===== src/sv/npct_pkg.sv =====
// Shared types and constants for the narrow-phase collision pipeline.
// Used by the square root cell, the divider cell and the top level.
`default_nettype none
package npct_pkg;

	localparam int CoordBits = 24;
	localparam int SizeBits  = 23;
	localparam int MagBits   = 25;
	localparam int RootBits  = 32;
	localparam int RadBits   = 35;
	localparam int QuoBits   = 15;
	localparam int DivBits   = 48;

	typedef enum logic [1:0] {
		MODE_RR = 2'd0,
		MODE_CC = 2'd1,
		MODE_RC = 2'd2,
		MODE_CR = 2'd3
	} mode_t;

	// Everything an item drags along beside the square root and the divider.
	typedef struct packed {
		mode_t                  mode;
		logic                   r_hit;
		logic signed [15:0]     r_nx;
		logic signed [15:0]     r_ny;
		logic signed [23:0]     r_px;
		logic signed [23:0]     r_py;
		logic                   c_hit;
		logic                   c_zero;
		logic                   sx;
		logic                   sy;
		logic [MagBits-1:0]     mx;
		logic [MagBits-1:0]     my;
		logic [CoordBits-1:0]   rad;
		logic [RootBits-1:0]    depth;
	} side_t;

endpackage
`default_nettype wire


===== src/sv/npct_div_cell.sv =====
// One cell of the restoring divider chain: one quotient bit for x and y.
// Depends on npct_pkg for widths and the side data type.
`default_nettype none
module npct_div_cell (
	input  logic                        clk,
	input  logic                        arst_n,
	input  logic                        en,
	input  logic                        v_in,
	input  logic [npct_pkg::DivBits-1:0] ds_in,
	input  logic [npct_pkg::DivBits-1:0] remx_in,
	input  logic [npct_pkg::DivBits-1:0] remy_in,
	input  logic [npct_pkg::QuoBits-1:0] qx_in,
	input  logic [npct_pkg::QuoBits-1:0] qy_in,
	input  npct_pkg::side_t             side_in,
	output logic                        v_out,
	output logic [npct_pkg::DivBits-1:0] ds_out,
	output logic [npct_pkg::DivBits-1:0] remx_out,
	output logic [npct_pkg::DivBits-1:0] remy_out,
	output logic [npct_pkg::QuoBits-1:0] qx_out,
	output logic [npct_pkg::QuoBits-1:0] qy_out,
	output npct_pkg::side_t             side_out
);
	import npct_pkg::*;

	logic gex;
	logic gey;

	always_comb begin
		gex = (remx_in >= ds_in);
		gey = (remy_in >= ds_in);
	end

	always_ff @(posedge clk or negedge arst_n) begin
		if (!arst_n) begin
			v_out <= 1'b0;
		end else if (en) begin
			v_out <= v_in;
		end
	end

	always_ff @(posedge clk) begin
		if (en) begin
			ds_out   <= {1'b0, ds_in[DivBits-1:1]};
			remx_out <= gex ? remx_in - ds_in : remx_in;
			remy_out <= gey ? remy_in - ds_in : remy_in;
			qx_out   <= {qx_in[QuoBits-2:0], gex};
			qy_out   <= {qy_in[QuoBits-2:0], gey};
			side_out <= side_in;
		end
	end

endmodule
`default_nettype wire


===== config.mk =====
export PLATFORM = sky130hd
export DESIGN_NAME = npct_div_cell
export DESIGN_NICKNAME = d
export VERILOG_FILES = /design/src/sv/npct_pkg.sv /design/src/sv/npct_div_cell.sv
export SDC_FILE = /design/constraint.sdc
export NUM_CORES = 1
export LEC_CHECK = 0
export ABC_AREA = 0
export BUFFER_PORTS_ARGS = -buffer_cell sky130_fd_sc_hd__buf_4
export CAP_MARGIN = 20
export CORE_AREA = 2 2 287 289
export CTS_CLUSTER_DIAMETER = 60
export CTS_CLUSTER_SIZE = 16
export DETAILED_ROUTE_END_ITERATION = 16
export DIE_AREA = 0 0 289 291
export RECOVER_POWER = 25
export SYNTH_ARGS = -nofsm -noshare
export SYNTH_HDL_FRONTEND = slang
export SYNTH_SLANG_ARGS = --single-unit

===== constraint.sdc =====
create_clock -name clk -period 1.19 [get_ports clk]
set_clock_uncertainty 0.1 [all_clocks]
set_input_delay 0.0595 -clock clk [delete_from_list [all_inputs] [get_ports clk]]
set_output_delay 0.0595 -clock clk [all_outputs]
set_load 0.01 [all_outputs]

; ---- Yosys cells after proc, flatten, opt, wreduce, memory -nomap -nowiden
; Index checks and enable logic that the tools add are counted.
[totals]
input_bits = 371
output_inout_bits = 368
regBits = 367
[classes]
add_sub_neg = 2
n_mux = 2
n_lt_le_gt_ge = 2
[ops]
columns = operator, n
row1 = greater-or-equal comparator 48 bit, 2
row2 = 2-to-1 mux 48 bit, 2
row3 = subtractor 48 bit, 2

; ---- Logic depth before layout (Yosys ltp)
; Gate-level depths: netlist of the first run.
[logic_depth]
ltp_word = 2
depth_mapped = 15
depth_no_buf = 13

; ---- Least setup slack after synthesis of the first run
; No wires, ideal clock.
[synth_timing]
path_kind = input-to-reg
start = input ds_in[17] (netlist bit)
end = register remy_out[10] (netlist bit), data pin
n_path_buf = 3
stages = 15
path_slack_ns = -1.810
arrival_time_ns = 2.640
cell_sequence = inv_1 ha_1 buf_6 a21o_1 o21bai_1 a221o_1 a21oi_2 a31oi_1 o21ba_4 nor3_4 or2_1 buf_6 inv_8 buf_12 mux2_4
[synth_via]
elab_chain_cells = 2
[synth_lines]
columns = item, line_no
row1 = start: declaration, npct_div_cell.sv:9  ; input logic [npct_pkg::DivBits-1:0] ds_in,
row2 = greater-or-equal comparator 48 bit, npct_div_cell.sv:30  ; gey = (remy_in >= ds_in);
row3 = 2-to-1 mux 48 bit, npct_div_cell.sv:45  ; remy_out <= gey ? remy_in - ds_in : remy_in;
row4 = end signal: assignment, npct_div_cell.sv:45
row5 = end: declaration, npct_div_cell.sv:18  ; output logic [npct_pkg::DivBits-1:0] remy_out,
; Every way passes these cells.
; A chain may end at the register's enable or synchronous reset.

; ---- Final worst setup path of the first run
[layout_timing]
start = input ds_in[0] (netlist bit)
end = register remx_out[36] (netlist bit), data pin
[layout_via]
elab_chain_cells = 2
[layout_lines]
columns = item, line_no
row1 = subtractor 48 bit / greater-or-equal comparator 48 bit (equally long branches), "npct_div_cell.sv:44, npct_div_cell.sv:29"
row2 = 2-to-1 mux 48 bit (*), npct_div_cell.sv:44  ; remx_out <= gex ? remx_in - ds_in : remx_in;
row3 = end signal: assignment, npct_div_cell.sv:44
row4 = end: declaration, npct_div_cell.sv:17  ; output logic [npct_pkg::DivBits-1:0] remx_out,
; Every way passes the cells marked *; elsewhere a longest branch is shown, timed or not.

==> impl_metrics.env, run 1 <==
export IMPL_outcome="finished with violations"
export IMPL_failed_checks="antenna rules, hold timing, setup timing"
export IMPL_fp_dieW_um=289
export IMPL_ys_types=78
export IMPL_worstRegToRegCells=1
export IMPL_num_vias=18400
export IMPL_cts_htree_levels=2
export IMPL_ios=739
export IMPL_seq_power_share_pct=36.6
export IMPL_fmax_mhz=398
export IMPL_cp_max_fo=8
export IMPL_drtIter0Drc=848
export IMPL_r2r_start="v_out$_DFFE_PN0P_"
export IMPL_io_buffers=735
export IMPL_antenna_found_initial=15
export IMPL_path_class="input port to register"
export IMPL_path_clk_slew_ns=0.06
export IMPL_ant_nets=1
export IMPL_p_leak_nw=16.0
export IMPL_yosys_area_top_type="edfxtp_1"
export IMPL_cts_root_buf="clkbuf_16"
export IMPL_start_util_pct=22.5
export IMPL_crit_family="compound AO/OA/AOI/OAI gates"
export IMPL_grt_max_degree=47
export IMPL_n_fill_cell=7388
export IMPL_synth_top_area_share_pct=60.3
export IMPL_tritoncts="done"
export IMPL_viasPerCell=4.43
export IMPL_vdd_ir_drop_worst_uv=993
export IMPL_drc=0
export IMPL_power_internal_w=0.0312
export IMPL_synth_avg_cell_area_um2=12.8
export IMPL_setup_viol=465
export IMPL_max_slew_margin_pct=66.9
export IMPL_final_common_cell="buf_4"
export IMPL_seq_area_frac_synth_pct=60.4
export IMPL_wl_um=99400
export IMPL_dp_hpwl_um=78200
export IMPL_dieHeight_um=291
export IMPL_core_mm2=0.0812
export IMPL_grt_usage_pct=22.5
export IMPL_combPwrFrac_pct=31.8
export IMPL_hold_path_cell_count=2
export IMPL_worst_slack_ns=-1.32
export IMPL_place_congestion=0.897
export IMPL_power_density_mw_per_mm2=1210
export IMPL_floorplan_die_area_mm2=0.0841
export IMPL_synthArstFlopShare_pct=0.272
export IMPL_slew_violations=0
export IMPL_fin_nets=3507
export IMPL_period_share_pct=211
export IMPL_num_rows=105
export IMPL_required_ns=1.44
export IMPL_wl_per_cell_um=23.9
export IMPL_synth_fp_nets=1896
export IMPL_slowest_delay_ns=0.37
export IMPL_worstSetupStartpointType="input port"
export IMPL_place_inst=3652
export IMPL_reg2reg_to="v_out$_DFFE_PN0P_"
export IMPL_synth_cells=1427
export IMPL_grt_pass1_vias=19200
export IMPL_crit_chain="buf_8 -> buf_6 -> ha_4 -> fa_2 -> nor2b_4 -> o31a_1 -> o31ai_4 -> a21oi_2 -> a31oi_4 -> o211ai_1 -> buf_4 -> a31oi_4 -> buf_12 -> buf_12 -> buf_16 -> nand2_2 -> o31ai_4"
export IMPL_ys_ff_latch=367
export IMPL_hold_viol_final=5
export IMPL_yosysWarnings=0
export IMPL_synth_edf_count=366
export IMPL_drt_first_pass_iters=5
export IMPL_design_area_mm2=0.0370
export IMPL_place_area_mm2=0.0289
export IMPL_hold_end="ds_out[0]$_DFFE_PP_"
export IMPL_grt_overflow=0
export IMPL_critPathArrivalTime_ns=2.76
export IMPL_syn_area_mm2=0.0182
export IMPL_regArea_mm2=0.0110
export IMPL_cts_buffer_depth=3
export IMPL_drive_above_1_share_pct=51.0
export IMPL_crit_path_end_kind="register"
export IMPL_hold_worst_slack_ns=-0.318
export IMPL_mostFrequentLayoutCells="694 x buf_4, 372 x buf_6, 366 x edfxtp_1, 365 x dlygate4sd3_1, 142 x clkbuf_4"
export IMPL_synthTopCellsByArea="edfxtp_1 60%, ha_1 6.6%, mux2_4 3.0%"
export IMPL_synthFlopType="edfxtp_1"
export IMPL_rsz0062_at_grt="true"
export IMPL_cp_num_buf_inv=6
export IMPL_tightest_slew_ns=0.492
export IMPL_min_from="ds_in[1]"
export IMPL_rrSetupSlack_ns=0.33
export IMPL_cts_buffers=44
export IMPL_pwr_share_clk_pct=31.6
export IMPL_hold_class="input port to register"
export IMPL_sw_frac_of_total_pct=30.5
export IMPL_fin_util_pct=45.5
export IMPL_multi_input_area_mm2=0.00778
export IMPL_area_growth_pct=103
export IMPL_fin_cells=4152
export IMPL_cap_violations=0
export IMPL_slowest_stage="fa_2"
export IMPL_grt_pass1_wl_um=136000
export IMPL_timing_final_crit_period_ns=2.51
export IMPL_cts_sinks=367
export IMPL_p_sw_w=0.0137
export IMPL_insertion_delay_ns=0.61
==> worst max path at each step <==
stage	start	end	slack [ns]	depth (start not counted)
after floorplan	remy_in[0]	remy_out[10]$_DFFE_PP_	-1.67	15
after global placement	remy_in[0]	remy_out[45]$_DFFE_PP_	-2.17	15
after detailed placement	remy_in[0]	remy_out[14]$_DFFE_PP_	-2.16	15
after CTS	ds_in[32]	remy_out[9]$_DFFE_PP_	-1.24	15
after global routing	ds_in[0]	remx_out[36]$_DFFE_PP_	-1.37	17
final	ds_in[0]	remx_out[36]$_DFFE_PP_	-1.32	17
==> cell usage after synthesis, drive strengths merged, types with 3 or more instances <==
cell,instances
mux2i,3
a221o,3
a221oi,4
a311oi,3
o211ai,10
xor2,34
o21ai,93
a21boi,7
ha,96
a21oi,100
a31o,3
xnor2,44
mux2,43
o22ai,3
nor2,72
a21o,51
inv,82
a211o,5
nor4,4
and2,5
and4,4
o31ai,15
nor3,22
o21bai,24
nand2,120
or3,7
or2,3
a211oi,13
a31oi,14
buf,16
nand3,15
nor2b,8
clkbuf,38
edfxtp,366
nand2b,11
nand4,26
o21a,15
o41ai,4
and3,12
==> cells by family (layout without fill, tap and decap cells) <==
group                      count (synthesis)  in the layout  synth area share [%]
adders and majority gates                 98             98                  6.81
and+or+nand+nor                          315            315                  8.22
buffers and inverters                    136           1776                  3.47
xor gates and xnor gates                  78             78                  3.75
muxes                                     46             46                  3.56
DFF                                      367            367                  60.4
other                                      1             16                0.0206
AOI/OAI and AO/OA                        386            386                  13.7
==> flip-flops by register name, indices dropped and copies added, names as in the netlist <==
name      flops
qx_out       15
side_out    193
remy_out     48
v_out         1
qy_out       15
ds_out       47
remx_out     48
==> per-layer routing <==
| metal | track usage [%] | wire (um) | vias up |
|---|---|---|---|
| li1 | - | - | 8639 |
| met1 | 27.4 | 40900 | 9012 |
| met2 | 38.3 | 48000 | 586 |
| met3 | 5.65 | 6530 | 146 |
| met4 | 7.95 | 3930 | 8 |
| met5 | 0 | 46 | - |
==> power by group through the flow <==
stage               Clock [W]  Combinational [W]  Sequential (W)
finish                 0.0142             0.0143          0.0164
global route           0.0149             0.0151          0.0165
CTS                    0.0145             0.0139          0.0164
detailed placement          0             0.0114          0.0165
global placement            0             0.0113          0.0165
floorplan                   0            0.00385          0.0170
==> cell type report <==
cell class              count  area share, %
flip-flops and latches    367           29.8
multi-input cells         924           21.0
clock buffers              44           2.98
inverters                  82           1.02
repair buffers           1619           40.3
diodes                     15          0.102
well taps                1070           3.62
clock inverters            31           1.11
==> through the flow <==
step | worst slack (ns) | total power (W) | setup TNS [ns] | hold WS, ns
floorplan | -1.67 | 0.0208 | -139.25 | -0.336
global placement | -2.17 | 0.0278 | -195.28 | -0.264
detailed placement | -2.16 | 0.0278 | -195.01 | -0.261
CTS | -1.24 | 0.0448 | -169.57 | -0.359
global route | -1.37 | 0.0466 | -183.09 | -0.341
finish | -1.32 | 0.0449 | -161.93 | -0.318
==> what timing repair did <==
item	in CTS	in global routing
gates cloned	3	4
resized for setup	464	122
pin swaps	34	27
endpoints found under the setup margin	465	465
endpoints found under the hold margin	580	12
hold buffers	358	7
setup buffers	31	12
(Power assumes the default switching activity.)
==> run 2: changes to the inputs <==
--- a/config.mk
+++ b/config.mk
@@ -13,7 +13,6 @@
 export CTS_CLUSTER_SIZE = 16
 export DETAILED_ROUTE_END_ITERATION = 16
 export DIE_AREA = 0 0 289 291
-export RECOVER_POWER = 25
 export SYNTH_ARGS = -nofsm -noshare
 export SYNTH_HDL_FRONTEND = slang
 export SYNTH_SLANG_ARGS = --single-unit
==> run 2 against run 1 <==
Compared with the run above: the flow still finishes with violations (antenna rules, hold timing, setup timing); core utilization about the same; flip-flop and latch count did not move; critical endpoint unchanged; wire length rose by 0.17%; total power about the same; non-clock buffer count stayed put; register-to-register slack barely moved; highest routed layer unchanged; first-iteration DRC count down 0.71%.
==> impl_metrics.env, run 2 (synthesized netlist as in run 1, its figures left out) <==
export IMPL_path_clk_slew_ns=0.06
export IMPL_p_leak_nw=16.0
export IMPL_power_density_mw_per_mm2=1210
export IMPL_use_met2_pct=38.3
export IMPL_multi_input_area_mm2=0.00778
export IMPL_worstSetupStartpointType="input port"
export IMPL_regArea_mm2=0.0110
export IMPL_drive_above_1_share_pct=51.3
export IMPL_slowest_delay_ns=0.37
export IMPL_power_internal_w=0.0312
export IMPL_pwr_share_clk_pct=31.5
export IMPL_gr_usage_met3_pct=5.65
export IMPL_dp_hpwl_um=78200
export IMPL_max_slew_margin_pct=66.9
export IMPL_crit_chain="buf_8 -> buf_6 -> ha_4 -> fa_2 -> nor2b_4 -> o31a_1 -> o31ai_4 -> a21oi_2 -> a31oi_4 -> o211ai_1 -> buf_4 -> a31oi_4 -> buf_12 -> buf_12 -> buf_16 -> nand2_2 -> o31ai_4"
export IMPL_design_area_mm2=0.0370
export IMPL_antenna_found_initial=15
export IMPL_worst_slack_ns=-1.32
export IMPL_insertion_delay_ns=0.61
export IMPL_cts_root_buf="clkbuf_16"
export IMPL_core_mm2=0.0812
export IMPL_rsz0062_at_grt="true"
export IMPL_tritoncts="done"
export IMPL_required_ns=1.44
export IMPL_path_class="input port to register"
export IMPL_cts_buffer_depth=3
export IMPL_largest_register="side_out"
export IMPL_fin_util_pct=45.6
export IMPL_cp_num_buf_inv=6
export IMPL_wl_per_cell_um=24.0
export IMPL_cts_buffers=44
export IMPL_cts_htree_levels=2
export IMPL_drt_first_pass_iters=5
export IMPL_wl_um=99500
export IMPL_ant_nets=1
export IMPL_outcome="finished with violations"
export IMPL_fin_nets=3507
export IMPL_place_congestion=0.897
export IMPL_seq_power_share_pct=36.6
export IMPL_final_common_cell="buf_4"
export IMPL_area_growth_pct=103
export IMPL_viasPerCell=4.45
export IMPL_pre_cts_slack_ns=-2.16
export IMPL_failed_checks="antenna rules, hold timing, setup timing"
export IMPL_crit_path_end_kind="register"
export IMPL_slew_violations=0
export IMPL_hold_viol_final=5
export IMPL_grt_max_degree=47
export IMPL_setup_viol=465
export IMPL_mostFrequentLayoutCells="844 x buf_4, 372 x buf_6, 366 x edfxtp_1, 365 x dlygate4sd3_1, 95 x nand2_1"
export IMPL_start_util_pct=22.5
export IMPL_largestRegisters="side_out (193), remx_out (48), remy_out (48)"
export IMPL_critPathArrivalTime_ns=2.76
export IMPL_n_fill_cell=7378
export IMPL_cp_max_fo=8
export IMPL_drc=0
export IMPL_grt_usage_pct=22.5
export IMPL_tightest_slew_ns=0.493
export IMPL_drtIter0Drc=842
export IMPL_grt_pass1_wl_um=136000
export IMPL_slowest_stage="fa_2"
export IMPL_cts_sinks=367
export IMPL_sw_frac_of_total_pct=30.5
export IMPL_period_share_pct=211
export IMPL_num_vias=18500
export IMPL_grt_overflow=0
export IMPL_hold_class="input port to register"
export IMPL_num_rows=105
export IMPL_floorplan_die_area_mm2=0.0841
export IMPL_vdd_ir_drop_worst_uv=990
export IMPL_dieHeight_um=291
export IMPL_hold_worst_slack_ns=-0.317
export IMPL_grt_met1_usage_pct=27.4
export IMPL_top_usage_layer="met2"
export IMPL_fmax_mhz=398
export IMPL_combPwrFrac_pct=31.9
export IMPL_p_sw_w=0.0137
export IMPL_ios=739
export IMPL_finalPower_w=0.0449
export IMPL_grt_pass1_vias=19200
export IMPL_cap_violations=0
export IMPL_io_buffers=735
export IMPL_largest_register_ffs=193
export IMPL_place_area_mm2=0.0289
export IMPL_fp_dieW_um=289
export IMPL_timing_final_crit_period_ns=2.51
export IMPL_crit_family="compound AO/OA/AOI/OAI gates"
-- run 2: changes by cell type in the layout (fill, tap and decap cells not counted) --
cell / delta
buf_4: +150
clkbuf_1: -8
clkbuf_4: -142
diode_2: -1
-- run 2: area by class of cell --
cell class,instances,area share [%]
well taps,1070,3.62
multi-input cells,924,21.0
repair buffers,1619,40.4
diodes,14,0.0947
flip-flops and latches,367,29.8
inverters,82,1.01
clock inverters,31,1.11
clock buffers,44,2.98
-- run 2: final timing paths --
check / slack (ns) / from / endpoint / depth (start not counted)
hold / removal: -0.32 / ds_in[1] / ds_out[0]$_DFFE_PP_ / 2
setup reg to reg: 0.33 / v_out$_DFFE_PN0P_ / v_out$_DFFE_PN0P_ / 1
max in group asynchronous: 0.60 / arst_n / v_out$_DFFE_PN0P_ / 3
hold reg to reg: 0.44 / v_out$_DFFE_PN0P_ / v_out$_DFFE_PN0P_ / 1
min in group asynchronous: 0.29 / arst_n / v_out$_DFFE_PN0P_ / 3
setup / recovery: -1.32 / ds_in[0] / remx_out[36]$_DFFE_PP_ / 17
-- run 2: what timing repair did --
| item | in CTS | in global routing |
|---|---|---|
| setup buffers | 31 | 12 |
| hold buffers | 358 | 7 |
| gates cloned | 3 | 4 |
| endpoints found under the hold margin | 580 | 12 |
| endpoints found under the setup margin | 465 | 465 |
| pin swaps | 34 | 27 |
| gates resized for setup | 464 | 122 |
-- run 2: routing by layer --
layer | vias up | part of all wire, %
met3 | 152 | 6.7
li1 | 8636 | -
met1 | 9089 | 41
met5 | - | 0.059
met4 | 10 | 4.0
met2 | 595 | 48
-- run 2: through the flow --
| stage | TNS [ns] | instances |
|---|---|---|
| after floorplan | -139.25 | 1427 |
| after global placement | -195.28 | 3652 |
| after detailed placement | -195.01 | 3652 |
| after CTS | -169.57 | 4118 |
| after global routing | -183.09 | 4143 |
| final | -161.52 | 4151 |
-- run 2: power by group through the flow --
stage                     Combinational [W]  Clock (W)  Sequential (W)
after global routing                 0.0152     0.0149          0.0165
after global placement               0.0113          0          0.0165
after detailed placement             0.0114          0          0.0165
after floorplan                     0.00385          0          0.0170
final                                0.0143     0.0142          0.0164
after CTS                            0.0139     0.0145          0.0164
