## config.mk

```make
export PLATFORM = sky130hd
export DESIGN_NAME = npct_sqrt_cell
export DESIGN_NICKNAME = d
export VERILOG_FILES = /design/src/sv/npct_pkg.sv /design/src/sv/npct_sqrt_cell.sv
export SDC_FILE = /design/constraint.sdc
export NUM_CORES = 1
export LEC_CHECK = 0
export BUFFER_PORTS_ARGS = -buffer_cell sky130_fd_sc_hd__buf_2
export CORE_AREA = 3 3 252 254
export CTS_CLUSTER_DIAMETER = 40
export DETAILED_ROUTE_END_ITERATION = 7
export DIE_AREA = 0 0 255 257
export PLACE_DENSITY = 0.51
export SLEW_MARGIN = 20
export SYNTH_ARGS = -nofsm -noshare
export SYNTH_HDL_FRONTEND = slang
export SYNTH_SLANG_ARGS = --single-unit
```

## constraint.sdc

```tcl
create_clock -name clk -period 1.2 [get_ports clk]
set_input_delay 0.06 -clock clk [delete_from_list [all_inputs] [get_ports clk]]
set_output_delay 0.06 -clock clk [all_outputs]
set_load 0.01 [all_outputs]
```

## src/sv/npct_pkg.sv

```systemverilog
// Shared types and constants for the narrow-phase collision pipeline.
// Used by the square root cell, the divider cell and the top level.
`default_nettype none
package npct_pkg;

	localparam int CoordBits = 24;
	localparam int SizeBits  = 23;
	localparam int MagBits   = 25;
	localparam int RootBits  = 32;
	localparam int RadBits   = 35;
	localparam int QuoBits   = 15;
	localparam int DivBits   = 48;

	typedef enum logic [1:0] {
		MODE_RR = 2'd0,
		MODE_CC = 2'd1,
		MODE_RC = 2'd2,
		MODE_CR = 2'd3
	} mode_t;

	// Everything an item drags along beside the square root and the divider.
	typedef struct packed {
		mode_t                  mode;
		logic                   r_hit;
		logic signed [15:0]     r_nx;
		logic signed [15:0]     r_ny;
		logic signed [23:0]     r_px;
		logic signed [23:0]     r_py;
		logic                   c_hit;
		logic                   c_zero;
		logic                   sx;
		logic                   sy;
		logic [MagBits-1:0]     mx;
		logic [MagBits-1:0]     my;
		logic [CoordBits-1:0]   rad;
		logic [RootBits-1:0]    depth;
	} side_t;

endpackage
`default_nettype wire

```

## src/sv/npct_sqrt_cell.sv

```systemverilog
// Integer square root cell: one root bit per cycle while en is high.
// Depends on npct_pkg for the side data type.
`default_nettype none
module npct_sqrt_cell (
	input  logic                clk,
	input  logic                arst_n,
	input  logic                en,
	input  logic                v_in,
	input  logic [63:0]         n_in,
	input  logic [33:0]         r_in,
	input  logic [31:0]         root_in,
	input  npct_pkg::side_t     side_in,
	output logic                v_out,
	output logic [63:0]         n_out,
	output logic [33:0]         r_out,
	output logic [31:0]         root_out,
	output npct_pkg::side_t     side_out
);
	import npct_pkg::*;

	logic [34:0] rs;
	logic [34:0] trial;
	logic        take;

	always_comb begin
		rs    = {r_in[32:0], n_in[63:62]};
		trial = {1'b0, root_in, 2'b01};
		take  = (rs >= trial);
	end

	always_ff @(posedge clk or negedge arst_n) begin
		if (!arst_n) begin
			v_out <= 1'b0;
		end else if (en) begin
			v_out <= v_in;
		end
	end

	always_ff @(posedge clk) begin
		if (en) begin
			n_out    <= {n_in[61:0], 2'b00};
			r_out    <= take ? 34'(rs - trial) : rs[33:0];
			root_out <= {root_in[30:0], take};
			side_out <= side_in;
		end
	end

endmodule
`default_nettype wire

```

Yosys cells after proc, flatten, opt, wreduce, memory -nomap -nowiden
Index checks and enable logic that the tools add are counted.
{"block": "totals", "regBits": 322, "input_bits": 327, "out_inout_bits": 324, "wordCells": 21}
{"block": "op_classes", "add_sub_neg": 1, "magnitude_cmp": 1, "muxes": 1}
{"op": "$ge 35x34->1", "n": 1}
{"op": "$mux 34", "n": 1}
{"op": "$sub 34x34->34", "n": 1}

Logic depth before layout (Yosys ltp)
Gate-level depths: netlist (run 1).
{"block": "logic_depth", "ltp_word": 2, "ltp_mapped": 13, "ltp_nobuf": 10}

Worst setup path before layout (run 1)
OpenSTA, ideal clock, no wires.
{"block": "synth_path", "kind": "input -> register", "start": "input port root_in[14]", "end": "register r_out[26], data pin", "setup_ps": 267, "t_arrival_ps": 2238, "t_required_ps": 933, "setup_slack_ps": -1305, "cell_stages": 13, "path_buffers": 3, "cell_sequence": "inv_1 -> ha_1 -> buf_6 -> a21o_1 -> a21o_1 -> a211o_1 -> a211o_1 -> and2_4 -> a31oi_2 -> buf_6 -> buf_6 -> mux2i_1 -> nor3_2"}
{"block": "synth_via", "elab_chain_len": 2, "word_cells_on_any_way": 3, "classes_between": "1 x add/sub; 1 x order compare; 1 x mux"}
{"item": "from (decl)", "line": "npct_sqrt_cell.sv:11", "source": "input logic [31:0] root_in,"}
{"item": "$sub 34x34->34 / $ge 35x34->1 (equally long branches)", "line": "npct_sqrt_cell.sv:42, npct_sqrt_cell.sv:28"}
{"item": "$mux 34 *", "line": "npct_sqrt_cell.sv:42", "source": "r_out <= take ? 34'(rs - trial) : rs[33:0];"}
{"item": "to (signal assigned)", "line": "npct_sqrt_cell.sv:42"}
{"item": "to (decl)", "line": "npct_sqrt_cell.sv:15", "source": "output logic [33:0] r_out,"}
Every way passes the cells marked *; elsewhere a longest branch is shown, timed or not.
A chain may end at the register's enable or synchronous reset.

Worst setup path in the final report (run 1)
{"block": "layout_path", "start": "input port root_in[18]", "end": "register r_out[26], data pin"}
Same word-level chain as after synthesis.

==> results of run 1 <==
[state kept, by name, indices dropped and copies added (netlist names)]
register	count
v_out	1
side_out	193
root_out	32
n_out	62
r_out	34
[stage by stage]
| stage | hold slack (ns) | power (mW) | area [um^2] | worst slack (ns) | std cells |
|---|---|---|---|---|---|
| final | 0.1059 | 38.56 | 24890 | -0.8349 | 2775 |
| after floorplan | -0.2356 | 15.83 | 12340 | -1.187 | 705 |
| after CTS | 0.02595 | 38.45 | 24130 | -0.7609 | 2751 |
| after global placement | -0.1600 | 19.00 | 17800 | -1.590 | 2289 |
| after global routing | 0.08888 | 40.10 | 24890 | -0.8611 | 2773 |
| after detailed placement | -0.1588 | 19.02 | 17800 | -1.581 | 2289 |
[Yosys cell counts, drive strengths merged (4+ instances only)]
library cell,number,share of area
a31oi,7,0.0041
nand4,4,0.0021
nor3,9,0.0041
o21bai,4,0.0025
buf,11,0.0067
o21a,8,0.0050
a21oi,36,0.015
nor2,20,0.0062
nand2b,5,0.0026
and2,4,0.0023
edfxtp,321,0.80
xor2,6,0.0043
clkbuf,4,0.0012
a21o,11,0.0068
nor2b,5,0.0026
xnor2,16,0.012
nand2,47,0.015
ha,34,0.035
nand3,10,0.0041
inv,44,0.014
o31ai,5,0.0031
o21ai,44,0.018
[per-layer routing]
metal	wire length, um	GRT usage
met5	94	0
met4	4344	0.1164
met3	6098	0.07580
met2	29110	0.2931
met1	21990	0.1860
[report_power, final]
part | total, mW | switching, mW | internal (mW)
Combinational | 6.94 | 3.30 | 3.64
Sequential | 13.9 | 0.388 | 13.5
Clock | 17.7 | 6.80 | 10.9
[worst paths after layout]
| check | slack (ns) | to | cells past startpoint |
|---|---|---|---|
| max | -0.83 | r_out[26] | 13 |
| min | 0.11 | r_out[2] | 5 |
| max reg2reg | 0.41 | v_out | 1 |
| min reg2reg | 0.59 | v_out | 1 |
| max in group asynchronous | 0.62 | v_out | 3 |
| min in group asynchronous | 0.48 | v_out | 3 |
[area by class of cell]
| class | count | area (um^2) |
|---|---|---|
| Sequential cell | 322 | 9664 |
| Clock buffer | 70 | 1688 |
| Clock inverter | 49 | 469.2 |
| Multi-Input combinational cell | 324 | 2877 |
| Antenna cell | 9 | 22.52 |
| Timing Repair Buffer | 1167 | 8980 |
| Fill cell | 5772 | 36590 |
| Tap cell | 790 | 988.4 |
| Inverter | 44 | 202.7 |
[worst min-delay path, delay by kind of cell]
kind / cells / cell delay, ns
adders and majority gates: 1 / 0.13
xor gates and xnor gates: 1 / 0.07
AOI/OAI and AO/OA: 1 / 0.12
buffers and inverters: 2 / 0.18
[cells by family (layout without fill, tap and decap cells)]
kind of cell	count (synthesis)	after routing
buf+inv	59	1330
xor+xnor	22	22
fa+ha+maj	34	34
flops	322	322
simple gates	119	119
compound gates	141	141
other cells	1	11
mux	6	6
[repair_timing]
action | in CTS | in global routing
buffers inserted | 18 | 13
hold buffers | 325 | 0
cloned | 1 | 3
resized for setup | 212 | 133
endpoints found under the hold margin | 359 | 0
endpoints found under the setup margin | 245 | 301
pin swaps | 14 | 34
==> results.md, run 1 <==
- Status: finished, violations left
- Failing checks: negative setup slack
- Yosys reg bits: 322
- DR WL/cell: 22.21 um
- Worst-Margin Slew: 0.5486 ns
- PortBufs: 647
- Initial antenna violation count: 17
- Largest net degree at the start of global routing: 37
- Final core utilization: 0.4048
- Final nets: 2286
- Effective utilization at floorplan: 0.1972
- Reg2reg start: v_out
- Setup ws final: -0.8349 ns
- Synth Cell Area: 12120 um^2
- Routed Antenna Nets: 0
- Adder-Cell Fraction of Synth Area: 0.03509
- Ys async rst share: 0.003106
- Peak supply drop: 0.0009475 V
- Max Freq: 491.4 MHz
- EDFF count, synth: 321
- Final Slew Violations: 0
- Sequential area share after synthesis: 0.7972
- Avg Synthesized Cell Area: 17.22 um^2
- Cell count after synthesis: 704
- Synth warn: 0
- Top Ports: 651
- Leak pwr: 10.62 nW
- Commonest non-fill, non-tap cells in the layout: buf_2, dlygate4sd3_1, edfxtp_1, buf_4, buf_6
- Critical Path AT: 2.44 ns
- Number of vias per cell: 4.130
- CP max stage delay: 0.27 ns
- XOR/XNOR Fraction of Synth Area: 0.01589
- Drt first pass iters: 5
- Critical path buffer and inverter count: 4
- Setup Skew: 0 ns
- Top delay family on crit path: compound AO/OA/AOI/OAI gates
- # clock sinks: 322
- Largest family of logic cells by synthesized area: compound AO/OA/AOI/OAI gates
- Tmin final: 2.035 ns
- Core Rows: 91
- Die area: 65540 um^2
- Number of global-route vias before repair: 12382
- First-pass GRT wire length: 84.23 mm
- CTS Buffer Depth: 3
- HP Start: r_in[0]
- DR iter-0 viols: 735
- CP cell instances: buf_12 -> inv_12 -> ha_4 -> a21o_1 -> a211o_1 -> a211o_1 -> a211o_1 -> and2_4 -> a31oi_4 -> buf_12 -> buf_8 -> and4b_1 -> nor3_2
- Die extent in y: 257 um
- Crit start category: primary input
- GRT Overall Usage: 0.1783
- Critical Path Most Common Cell: a211o_1
- CP startpoint: root_in[18]
- Total grt overflow: 0
- RSZ-0062 raised after global routing: true
- Most common cell after layout, fill and taps aside: buf_2
- Slew margin rel.: 0.6304
- Finish-stage setup viols: 68
- HPWL Detailed: 45.10 mm
- Simple-Gate Fraction of Synth Area: 0.04902
- Layout cell share with drive strength beyond 1: 0.5410
- H-tree levels: 3
- CP max stage cell: a211o_1
- Maxcap violations: 0
- Synth Flop Type: edfxtp_1
- Setup TNS: -25.43 ns
- Clock Pin Slew Worst Setup and Hold Paths: 0.04 ns
- Drt total wl: 61.64 mm
- Clk root buf: clkbuf_16
- Yosys cell types: 63
- Remaining DRCs: 0
- CP Capture Type: register
- Area growth syn-to-layout: 105.3%
- GPL Wtd Cong: 0.8442
- Power per Cell Area: 1549 nW/um^2
- TritonCTS clock tree: done
- Min-delay worst type: primary input to register
- CTS buffer count: 66
- Final Hold Viols: 0
- Post-synthesis mux area share: 0.005573
- Clk Latency, worst-skew pair: 0.57 ns
- Die width: 255 um
- Routed vias: 11461
- Crit Path Max Fanout: 6
- Required time worst endpoint: 1.61 ns
- Tcrit/Tclk final: 1.696
- Compound-Gate Fraction of Synth Area: 0.07534
- WS Path Type: primary input to register
- Core area: 61480 um^2
Note: power is estimated with default switching activity, not from simulation.
==> run 2, diff against run 1 <==
--- a/config.mk
+++ b/config.mk
@@ -11,6 +11,7 @@
 export DETAILED_ROUTE_END_ITERATION = 7
 export DIE_AREA = 0 0 255 257
 export PLACE_DENSITY = 0.51
+export SKIP_CTS_REPAIR_TIMING = 1
 export SLEW_MARGIN = 20
 export SYNTH_ARGS = -nofsm -noshare
 export SYNTH_HDL_FRONTEND = slang
==> run 2 against run 1 <==
The run still ends with negative setup slack left. Clock skew is the same. Fmax shrank 2.0%. Core utilization shrank 0.42 points. Combinational power shrank 3.0%. Register-to-register slack gained 0.02 ns. Clock power is essentially flat. Design area shrank 1.0%. Sequential share of layout area grew 0.40 points. Worst hold slack lost 0.047 ns. Power shrank 0.62%. Sequential power is essentially flat.
==> results.md, run 2 (synthesis gave the netlist of run 1 again) <==
- CTS buffer count: 66 (unchanged)
- Effective utilization at floorplan: 0.1972 (unchanged)
- Max FFs per register: 193 (unchanged)
- Tcrit/Tclk final: 1.731 (+0.03506)
- Leak pwr: 10.55 nW (-0.62%)
- Crit start category: primary input
- Power per Cell Area: 1556 nW/um^2 (+0.41%)
- Required time worst endpoint: 1.51 ns (-0.10 ns)
- Critical path buffer and inverter count: 4 (unchanged)
- H-tree levels: 3 (unchanged)
- Met1 usage: 0.1583 (-0.02764)
- Top Ports: 651 (unchanged)
- Finish-stage setup viols: 69 (+1.5%)
- Sequential share of power: 0.363 (+0.002)
- DR iter-0 viols: 733 (-0.27%)
- Critical Path Most Common Cell: a211o_1
- Combined flip-flop and latch cell area: 9664 um^2 (unchanged)
- Commonest non-fill, non-tap cells in the layout: buf_2, dlygate4sd3_1, edfxtp_1, buf_4, buf_6
- Pre-CTS setup slack: -1.581 ns (unchanged)
- Die extent in y: 257 um (unchanged)
- Tmin final: 2.077 ns (+0.04208 ns)
- Clk root buf: clkbuf_16
- Layout cell share with drive strength beyond 1: 0.5287 (-0.01230)
- Total grt overflow: 0 (unchanged)
- Core Rows: 91 (unchanged)
- Min-delay worst type: primary input to register
- Failing checks: negative setup slack
- Die area: 65540 um^2 (unchanged)
- Comb pwr share: 0.176 (-0.004)
- Clk Latency, worst-skew pair: 0.57 ns (about the same)
- Most used routing layer: met2
- Setup ws final: -0.8770 ns (-0.04208 ns)
- Worst-Margin Slew: 0.5372 ns (-0.01133 ns)
- Clock Pin Slew Worst Setup and Hold Paths: 0.04 ns (about the same)
- Area occupied by multi-input gates: 2765 um^2 (-3.9%)
- CP cell instances: buf_12 -> inv_12 -> ha_4 -> a21o_1 -> a211o_1 -> a211o_1 -> a211o_1 -> and2_4 -> a31oi_4 -> buf_12 -> clkinv_8 -> mux2_4
- HPWL Detailed: 45.10 mm (unchanged)
- Critical Path AT: 2.39 ns (-0.05 ns)
- DR WL/cell: 21.89 um (-1.4%)
- Met2 usage in global routing: 0.2767 (-0.01641)
- Core area: 61480 um^2 (unchanged)
- Met3 Use GR: 0.08399 (+0.008187)
- Fill cell total of the finished layout: 5779 (+0.12%)
- Largest regs: side_out: 193 flops, n_out: 62 flops, r_out: 34 flops
- Max Freq: 481.5 MHz (-2.0%)
- Largest Register: side_out
- Placed Instances: 2289 (unchanged)
- CP max stage delay: 0.30 ns (+0.03 ns)
- Remaining DRCs: 0 (unchanged)
- CP max stage cell: a211o_1
- PortBufs: 647 (unchanged)
- TritonCTS clock tree: done
- Sw Pwr: 10.37 mW (-1.1%)
- Area growth syn-to-layout: 103.2%
- Most common cell after layout, fill and taps aside: buf_2
- CP Capture Type: register
- Number of global-route vias before repair: 10287 (-17%)
- Top delay family on crit path: compound AO/OA/AOI/OAI gates
- Routed vias: 11411 (-0.44%)
- Switching part of the total: 0.2706 (-0.001301)
- Largest net degree at the start of global routing: 37 (unchanged)
- Routed Antenna Nets: 0 (unchanged)
- Pint: 27.95 mW (-0.45%)
- Initial antenna violation count: 17 (unchanged)
- Peak supply drop: 0.0009852 V (+4.0%)
- GRT Overall Usage: 0.1612 (-0.01710)
- Fin cells: 2769 (-0.22%)
- Die width: 255 um (unchanged)
- Setup TNS: -27.15 ns (-1.728 ns)
- First-pass GRT wire length: 74.38 mm (-12%)
- Final nets: 2279 (-0.31%)
- Crit Path Max Fanout: 8 (+2)
- Maxcap violations: 0 (unchanged)
- CTS Buffer Depth: 3 (unchanged)
- Number of vias per cell: 4.121 (-0.22%)
- Final Hold Viols: 0 (unchanged)
- GPL Wtd Cong: 0.8442 (unchanged)
- Status: finished, violations left
- Clk network pwr share: 0.461 (+0.002)
- Slew margin rel.: 0.6381 (+0.007635)
- RSZ-0062 raised after global routing: true
- WS Path Type: primary input to register
- Final Slew Violations: 0 (unchanged)
- # clock sinks: 322 (unchanged)
- Drt total wl: 60.62 mm (-1.6%)
- Drt first pass iters: 5 (unchanged)
- Setup Skew: 0 ns (unchanged)
run 2: cell count changes in the layout (fill, tap and decap cells not counted), sizes merged:
cell and change:
dlygate4sd3 -1, diode +1, clkinv +1, buf -10
inv -1, clkbuf +4
run 2: power groups by stage:
stage	logic [mW]	clock network [mW]	registers [mW]
6_report	6.73	17.7	13.9
2_1_floorplan	1.28	0	14.6
5_1_grt	7.19	18.7	14.0
4_1_cts	5.01	18.1	13.9
3_5_place_dp	4.99	0	14.0
3_3_place_gp	4.95	0	14.1
run 2: area by class of cell:
cell class	instances	share of cell area
sequential	322	0.3923
clock buffer	70	0.06852
antenna	10	0.001016
timing repair buffer	1160	0.3584
clock inverter	49	0.01905
tap	790	0.04012
multi-input combinational	324	0.1122
inverter	44	0.008330
run 2: final timing paths:
check                             from        end  cells past startpoint  slack [ns]
max                        root_in[18]  r_out[25]                     12       -0.88
min in group asynchronous       arst_n      v_out                      3        0.48
min reg2reg                      v_out      v_out                      1        0.56
max reg2reg                      v_out      v_out                      1        0.43
max in group asynchronous       arst_n      v_out                      3        0.61
min                           n_in[62]   r_out[1]                      4        0.06
run 2: stage by stage:
step | area [um^2] | utilization | hold WS (ns) | power (mW)
after floorplan | 12340 | - | -0.2356 | 15.83
after global placement | 17800 | 0.2894 | -0.1600 | 19.00
after detailed placement | 17800 | 0.2894 | -0.1588 | 19.02
after CTS | 19950 | 0.3245 | -0.7945 | 36.97
after global routing | 24620 | 0.4005 | 0.04084 | 39.91
final | 24630 | 0.4007 | 0.05895 | 38.32
run 2: metal layers:
layer	up-vias	part of all wire
li1	5185	-
met4	10	0.059
met1	5541	0.35
met2	541	0.49
met5	-	0.0012
met3	134	0.11
==> run 3, diff against run 2 <==
--- a/config.mk
+++ b/config.mk
@@ -5,12 +5,12 @@
 export SDC_FILE = /design/constraint.sdc
 export NUM_CORES = 1
 export LEC_CHECK = 0
-export BUFFER_PORTS_ARGS = -buffer_cell sky130_fd_sc_hd__buf_2
 export CORE_AREA = 3 3 252 254
 export CTS_CLUSTER_DIAMETER = 40
 export DETAILED_ROUTE_END_ITERATION = 7
 export DIE_AREA = 0 0 255 257
-export PLACE_DENSITY = 0.51
+export DONT_BUFFER_PORTS = 1
+export PLACE_DENSITY = 0.34
 export SKIP_CTS_REPAIR_TIMING = 1
 export SLEW_MARGIN = 20
 export SYNTH_ARGS = -nofsm -noshare
==> run 3 against run 2 <==
The flow finishes with violations (negative hold slack, negative setup slack). Combinational power down 48%. Sequential power up 6%. Setup slack better by 0.089 ns.
==> results.md, run 3 (synthesis gave the netlist of run 1 again) <==
- Min-delay worst type: primary input to register
- Comb pwr share: 0.098 (-0.078)
- PortBufs: 0 (-100%)
- Fin cells: 2079 (-25%)
- RSZ-0062 raised after global routing: true
- Tcrit/Tclk final: 1.657 (-0.07387)
- Drt total wl: 51.79 mm (-15%)
- RR Endpoint: v_out
- Remaining DRCs: 0 (unchanged)
- DR iter-0 viols: 452 (-38%)
- CP Capture Type: register
- Peak supply drop: 0.0009385 V (-4.7%)
- Clk network pwr share: 0.490 (+0.029)
- Final nets: 1592 (-30%)
- Routed Antenna Nets: 0 (unchanged)
- Number of vias per cell: 4.067 (-1.3%)
- Failing checks: negative hold slack, negative setup slack
- Effective utilization at floorplan: 0.1972 (unchanged)
- Design area: 20170 um^2 (-18%)
- Worst-Margin Slew: 0.6023 ns (+0.06502 ns)
- Reg2reg start: v_out
- Final hold slack: -0.4248 ns (-0.4837 ns)
- Sequential share of power: 0.412 (+0.049)
- Setup Skew: 0 ns (unchanged)
- Pre-CTS setup slack: -1.524 ns (+0.05614 ns)
- Final core utilization: 0.3281 (-0.07259)
- Clk root buf: clkbuf_16
- First-pass GRT wire length: 61.80 mm (-17%)
- Leak pwr: 7.542 nW (-29%)
- Status: finished, violations left
- Slew margin rel.: 0.5985 (-0.03956)
- Tmin final: 1.988 ns (-0.08864 ns)
- Layout cell share with drive strength beyond 1: 0.2664 (-0.2623)
- GRT Overall Usage: 0.1372 (-0.02408)
- Core Rows: 91 (unchanged)
- TritonCTS clock tree: done
- Routed vias: 8456 (-26%)
- Area growth syn-to-layout: 66.39%
- Setup TNS: -25.18 ns (+1.976 ns)
- R2R depth: 1 (unchanged)
- Setup ws final: -0.7884 ns (+0.08864 ns)
- Core area: 61480 um^2 (unchanged)
- Finish-stage setup viols: 41 (-41%)
- DR WL/cell: 24.91 um (+14%)
- Top Ports: 651 (unchanged)
- Max Freq: 502.9 MHz (+4.5%)
- Die area: 65540 um^2 (unchanged)
- Critical Path AT: 2.32 ns (-0.07 ns)
- GPL Wtd Cong: 0.7682 (-9.0%)
- Clk Latency, worst-skew pair: 0.60 ns (+0.03 ns)
- Most common cell after layout, fill and taps aside: edfxtp_1
- Initial antenna violation count: 12 (-5)
- Final Hold Viols: 314 (+314)
- Final Slew Violations: 0 (unchanged)
- Total grt overflow: 0 (unchanged)
- CTS Buffer Depth: 3 (unchanged)
- Pwr Total: 36.04 mW (-6.0%)
- HPWL Detailed: 37.59 mm (-17%)
- Maxcap violations: 0 (unchanged)
- Required time worst endpoint: 1.53 ns (+0.02 ns)
- H-tree levels: 2 (-1)
- Worst setup path endpoint: r_out[25]
- Largest Register: side_out
- CTS buffer count: 61 (-7.6%)
- Power per Cell Area: 1787 nW/um^2 (+15%)
- Commonest non-fill, non-tap cells in the layout: edfxtp_1, dlygate4sd3_1, buf_4, clkbuf_16, nand2_1
- Crit start category: primary input
- Drt first pass iters: 4 (-1)
- Largest net degree at the start of global routing: 323 (+770%)
- Die width: 255 um (unchanged)
- CP startpoint: root_in[18]
- Clock Pin Slew Worst Setup and Hold Paths: 0.06 ns (+0.02 ns)
- WS Path Type: primary input to register
- Post-DP Area: 14200 um^2 (-20%)
- Largest regs: side_out: 193 flops, n_out: 62 flops, r_out: 34 flops
- Crit Path Max Fanout: 8 (unchanged)
- Die extent in y: 257 um (unchanged)
- Number of global-route vias before repair: 7145 (-31%)
- Switching part of the total: 0.2571 (-0.01354)
- Pint: 26.78 mW (-4.2%)
- Setup slack on the worst flop-to-flop path: 0.37 ns (-0.06 ns)
- Sw Pwr: 9.264 mW (-11%)
- Max FFs per register: 193 (unchanged)
- # clock sinks: 322 (unchanged)
- WHS Path Cells: 0 (-4)
- Placed Instances: 1614 (-29%)
[run 3: power by group through the flow]
stage	registers, mW	logic [mW]	clock network [mW]
4_1_cts	14.9	2.20	18.1
5_1_grt	14.9	3.83	18.7
2_1_floorplan	14.6	1.28	0
3_5_place_dp	15.1	2.19	0
3_3_place_gp	15.2	2.19	0
6_report	14.8	3.53	17.7
[run 3: how the worst min path moves through the flow]
| stage | endpoint | slack [ns] | startpoint |
|---|---|---|---|
| floorplan | v_out | -0.24 | arst_n |
| global placement | v_out | -0.24 | arst_n |
| detailed placement | v_out | -0.24 | arst_n |
| CTS | v_out | -0.91 | arst_n |
| global route | side_out[117] | -0.48 | en |
| finish | n_out[27] | -0.42 | en |
[run 3: area by class of cell]
cell class / instances / area [um^2]
Tap cell: 790 / 988.4
Sequential cell: 322 / 9664
Inverter: 44 / 215.2
Antenna cell: 9 / 22.52
Multi-Input combinational cell: 324 / 2619
Clock inverter: 47 / 596.8
Timing Repair Buffer: 478 / 4524
Fill cell: 6003 / 41310
Clock buffer: 65 / 1541
[run 3: per-layer routing]
metal / share of wire / up-vias / track usage
met5: 0.00023 / - / 0
met4: 0.039 / 2 / 0.04894
met3: 0.093 / 91 / 0.07277
met2: 0.52 / 430 / 0.2508
met1: 0.35 / 4139 / 0.1286
li1: - / 3794 / -
[run 3: worst max-delay path, stage by stage]
cell	delay, ns
inv_12	0.02
ha_4	0.22
a21o_1	0.18
a211o_1	0.25
a211o_1	0.30
a211o_1	0.30
and2_4	0.16
a31oi_4	0.27
buf_12	0.21
inv_8	0.04
mux2_4	0.29
